### src/hw/rtl/sefm_pkg.sv
`timescale 1ns / 1ps
// Shared widths, register indexes and controller commands for the stereo echo FIR mixer.
// No dependencies; every other file of the block imports this package.
package sefm_pkg;

   localparam int SAMPLE_W          = 16;
   localparam int VOICE_W           = 26;
   localparam int MIX_W             = 36;
   localparam int COEF_W            = 8;
   localparam int COEF_COUNT        = 8;
   localparam int COEFS_W           = COEF_W * COEF_COUNT;
   localparam int GAIN_W            = 8;
   localparam int SHIFT_W           = 5;
   localparam int ECHO_SHIFT        = 7;
   localparam int FEEDBACK_SHIFT    = 14;
   localparam int TAP_COUNT_DEFAULT = 8;
   localparam int TAP_WIDE_W        = 4;
   localparam int TAP_PROD_W        = SAMPLE_W + COEF_W;
   localparam int FIR_W             = TAP_PROD_W + 4;
   localparam int FIR_PROD_W        = FIR_W + GAIN_W;
   localparam int MAIN_PROD_W       = VOICE_W + GAIN_W;
   localparam int SUM_W             = FIR_PROD_W + 2;
   localparam int CSR_INDEX_W       = 3;
   localparam int CSR_DATA_W        = COEFS_W;

   typedef enum logic [CSR_INDEX_W-1:0] {
      CSR_FIR_COEFFS        = 3'd0,
      CSR_FEEDBACK_GAIN     = 3'd1,
      CSR_ECHO_GAIN_LEFT    = 3'd2,
      CSR_ECHO_GAIN_RIGHT   = 3'd3,
      CSR_MASTER_GAIN_LEFT  = 3'd4,
      CSR_MASTER_GAIN_RIGHT = 3'd5,
      CSR_MUTE_SHIFT        = 3'd6
   } csr_index_type;

   typedef struct packed {
      logic load;
      logic fir_step;
      logic scale;
      logic mix;
   } dp_cmd_type;

endpackage

### src/hw/rtl/sefm_ctrl.sv
`timescale 1ns / 1ps
// Sequencer of the stereo echo FIR mixer: request handshake, tap counter and result valid.
// Depends on sefm_pkg for the datapath command struct.
module sefm_ctrl #(
   parameter int TapCount = sefm_pkg::TAP_COUNT_DEFAULT
) (
   input  logic                         clock,
   input  logic                         reset,
   input  logic                         req_valid,
   output logic                         req_stall,
   output logic                         rsp_valid,
   input  logic                         rsp_stall,
   output sefm_pkg::dp_cmd_type         cmd,
   output logic [$clog2(TapCount)-1:0]  tap_sel
);
   import sefm_pkg::*;

   localparam int TapIdxW = $clog2(TapCount);

   typedef enum logic [3:0] {
      ST_IDLE  = 4'b0001,
      ST_FIR   = 4'b0010,
      ST_SCALE = 4'b0100,
      ST_MIX   = 4'b1000
   } state_type;

   state_type          state_ff, state_in;
   logic [TapIdxW-1:0] tap_ff, tap_in;
   logic               rsp_valid_ff, rsp_valid_in;
   logic               last_tap;
   logic               out_free;

   assign last_tap  = (tap_ff == TapIdxW'(TapCount - 1));
   assign out_free  = !rsp_valid_ff || !rsp_stall;
   assign req_stall = (state_ff != ST_IDLE);
   assign rsp_valid = rsp_valid_ff;
   assign tap_sel   = tap_ff;

   always_comb begin
      state_in     = state_ff;
      tap_in       = tap_ff;
      cmd          = '0;
      rsp_valid_in = rsp_valid_ff && rsp_stall;
      unique case (state_ff)
         ST_IDLE: begin
            tap_in = '0;
            if (req_valid) begin
               cmd.load = 1'b1;
               state_in = ST_FIR;
            end
         end
         ST_FIR: begin
            cmd.fir_step = 1'b1;
            tap_in       = tap_ff + 1'b1;
            if (last_tap) begin
               state_in = ST_SCALE;
            end
         end
         ST_SCALE: begin
            cmd.scale = 1'b1;
            state_in  = ST_MIX;
         end
         ST_MIX: begin
            if (out_free) begin
               cmd.mix      = 1'b1;
               rsp_valid_in = 1'b1;
               state_in     = ST_IDLE;
            end
         end
         default: begin
            state_in = ST_IDLE;
         end
      endcase
   end

   always_ff @(posedge clock) begin
      if (reset) begin
         state_ff     <= ST_IDLE;
         tap_ff       <= '0;
         rsp_valid_ff <= 1'b0;
      end else begin
         state_ff     <= state_in;
         tap_ff       <= tap_in;
         rsp_valid_ff <= rsp_valid_in;
      end
   end

endmodule

### config.mk
export PLATFORM = sky130hd
export DESIGN_NAME = sefm_ctrl
export DESIGN_NICKNAME = d
export VERILOG_FILES = /design/src/hw/rtl/sefm_pkg.sv /design/src/hw/rtl/sefm_ctrl.sv
export SDC_FILE = /design/constraint.sdc
export NUM_CORES = 1
export LEC_CHECK = 0
export ABC_AREA = 1
export BUFFER_PORTS_ARGS = -buffer_cell sky130_fd_sc_hd__buf_2
export CORE_AREA = 2 2 39 41
export DETAILED_ROUTE_END_ITERATION = 10
export DIE_AREA = 0 0 41 43
export GPL_TIMING_DRIVEN = 0
export RECOVER_POWER = 50
export SYNTH_ARGS = -nofsm -noshare
export SYNTH_HDL_FRONTEND = slang
export SYNTH_SLANG_ARGS = --single-unit
### constraint.sdc
create_clock -name clock -period 1.1 [get_ports clock]
set_input_delay 0.055 -clock clock [delete_from_list [all_inputs] [get_ports clock]]
set_output_delay 0.055 -clock clock [all_outputs]
set_load 0.1 [all_outputs]
==> summary.md <==
| Metric | Value |
|---|---|
| Final wirelength | 1103 um |
| Vias in the first global route | 428 |
| H-tree depth | 1 |
| Max VDD drop | 0.0005311 V |
| CP max FO | 3 |
| Tot Pwr | 0.0008448 W |
| Endpoints failing hold | 0 |
| Sequential power share | 36.7% |
| ANT nets after route | 0 |
| Largest area contributor in the netlist | dfxtp_1 |
| Clock latency on the worst-skew pair | 270 ps |
| Antenna violations before repair | 0 |
| Internal power | 0.0005263 W |
| Post-synthesis compound-gate area fraction | 10.76% |
| RR Endpoint | state_ff[0]$_SDFFE_PP1P_ |
| IO Port Bufs | 12 |
| Pwr/cell area | 1142 nW/um^2 |
| Fmax achieved | 804.7 MHz |
| Via density | 4.828 |
| Startpoint types | flop |
| Nets | 84 |
| Mux share of post-synthesis cell area | 0% |
| Die ar. | 1763 um^2 |
| Hold Buf Count CTS | 0 |
| Synth-to-Final Area Change | 87.03% |
| Worst-margin pin slew | 490.6 ps |
| Syn Area/Cell | 7.189 um^2 |
| Sw Ratio | 37.70% |
| FF-to-FF Start | state_ff[2]$_SDFFE_PP0P_ |
| Total track usage | 16.50% |
| Dpl hpwl | 663.3 um |
| Post-Synth Simple-Gate Area | 32.91% |
| Finish-stage setup viols | 10 |
| Post-Synth Adder-Cell Area | 6.329% |
| WP data required | 1040 ps |
| Routed wire per std cell | 11.86 um |
| Synth cell types | 12 |
| Io pins | 13 |
| Cell leakage power | 0.3086 nW |
| XOR/XNOR Fraction of Synth Area | 0% |
| Fillers | 126 |
| 1st-pass router iterations | 4 |
| Worst Path Arrival | 1190 ps |
| Unrepaired setup endpoints after global routing | true |
| Chip Width | 41 um |
| Sw power | 0.0003185 W |
| Fin crit share | 113.0% |
| Share of the synthesized area in the top cell type | 40.51% |
| Critical path capture point type | output port |
| Max cap viols | 0 |
| Inserted Diodes | 0 |
| Worst Setup EP | cmd[0] |
| Worst Setup SP | state_ff[0]$_SDFFE_PP1P_ |
| CTS Root Cell | clkbuf_4 |
| Core area | 1384 um^2 |
| Tightest Hold Check Type | in -> reg |
| Largest cells by area after synthesis | dfxtp_1 41%, nand3_1 11%, inv_1 8.5% |
| Clk slew on worst S/H paths | 60 ps |
| Synthesized net count | 61 |
| Violations in the final reports | negative setup slack |
| Gate power share | 33.3% |
| Synth warn | 0 |
| Largest family of logic cells by synthesized area | simple AND/OR/NAND/NOR gates |
| R2R Setup Slk | -40 ps |
| Setup slack after layout | -142.7 ps |
| CTS sink count | 8 |
| Commonest non-fill, non-tap cell in the layout | buf_4 |
| Starting density of the core | 28.57% |
| Mapped Area | 395.4 um^2 |
| Syn Inst Count | 55 |
| Min Tclk post-route | 1243 ps |
| Worst Skew | 10.18 ps |
| Fin Setup TNS | -708.2 ps |
| DR iter-0 viols | 9 |
| Crit Path Class | reg -> out |
| Clock Power Share | 30.0% |
| Vert. Die Dim | 43 um |
| Cts bufs inserted | 3 |
| Status | complete, but fails checks |
| Slew margin rel. | 67.52% |
| Gr ovfl total | 0 |
| Std cell rows | 14 |
| Reg2Reg Depth | 6 |
| Largest net degree at the start of global routing | 8 |
| Most frequent cells in the layout | 9 x buf_4, 7 x nand3_1 |
| Max-slew violation count | 0 |
| Fin util | 53.44% |
| Register area share after synthesis | 40.51% |
| DR DRC count | 0 |
| Clk buf depth | 2 |
| CTS tree | built |
| Flops & latches, synth | 8 |
| First-pass GRT wire length | 1835 um |
| Share of cells above drive strength 1 | 62.34% |
| Vias | 449 |
| Placer Congestion | 0.6510 |
-- cell families (layout without fill, tap and decap cells) --
kind of cell	count (synthesis)	in the layout
fa+ha+maj	2	2
compound gates	8	8
buf+inv	10	32
flops	8	8
simple gates	27	27
-- flip-flops by register name (all words and copies together) (netlist names) --
register / count
tap_sel: 3
rsp_valid: 1
state_ff: 4
-- worst min-delay path by stage --
stage | startpoint | endpoint | slack [ps] | cells past startpoint
final | reset | state_ff[1]$_SDFFE_PP0P_ | 40 | 2
after global routing | reset | state_ff[1]$_SDFFE_PP0P_ | 40 | 2
after CTS | reset | state_ff[1]$_SDFFE_PP0P_ | 30 | 2
after detailed placement | reset | rsp_valid$_SDFF_PP0_ | 320 | 2
after global placement | reset | tap_sel[1]$_SDFFE_PP0P_ | 320 | 2
after floorplan | reset | rsp_valid$_SDFF_PP0_ | 110 | 1
-- what timing repair did --
item	in CTS	in global routing
pin swaps	6	6
setup endpoints to repair	8	10
setup buffers	4	2
resized for setup	36	4
-- routing by layer --
metal	share of wire, %	wire (um)	GRT usage, %	up-vias
met3	4.2	46	6.806	5
met5	0	0	0	-
li1	-	-	-	223
met2	51	560	24.38	14
met4	3.5	39	12.00	0
met1	41	457	17.80	207
-- cell usage after synthesis (all sizes together) --
cell type  number
nand3           9
o21bai          1
inv            10
a21oi           6
nand2           9
nor2            8
nand4           1
ha              2
dfxtp           8
o21ai           1
-- worst max-delay path, stage by stage, from the launching register on --
cell and delay [ps]:
dfxtp_4 360, nor2_4 140, nand2_2 90, nor2_4 140
buf_12 180
-- per-stage QoR --
stage          setup slack, ps  hold slack, ps  instances  cell area, um^2
2_1_floorplan           -247.8           114.4         55            456.7
3_3_place_gp            -190.0           318.9         83            536.8
3_5_place_dp            -183.4           317.7         83            536.8
4_1_cts                 -135.9           34.37         91            706.9
5_1_grt                 -192.1           37.55         93            739.5
6_report                -142.7           42.28         93            739.5
-- final cells by class --
class,instances,area (um^2),share of cell area (%)
Clock buffer,4,26.28,3.553
Timing Repair Buffer,18,182.7,24.70
Multi-Input combinational cell,37,277.8,37.56
Tap cell,16,20.02,2.707
Sequential cell,8,185.2,25.04
Inverter,10,47.55,6.430
-- power groups by stage --
| stage | Clock [W] | Sequential (W) | Combinational (W) |
|---|---|---|---|
| finish | 0.000253 | 0.000310 | 0.000281 |
| CTS | 0.000266 | 0.000313 | 0.000266 |
| global placement | 0 | 0.000308 | 0.000204 |
| floorplan | 0 | 0.000321 | 0.000157 |
| global route | 0.000286 | 0.000311 | 0.000297 |
| detailed placement | 0 | 0.000309 | 0.000205 |
No activity file was read; power rests on OpenSTA's default activity.
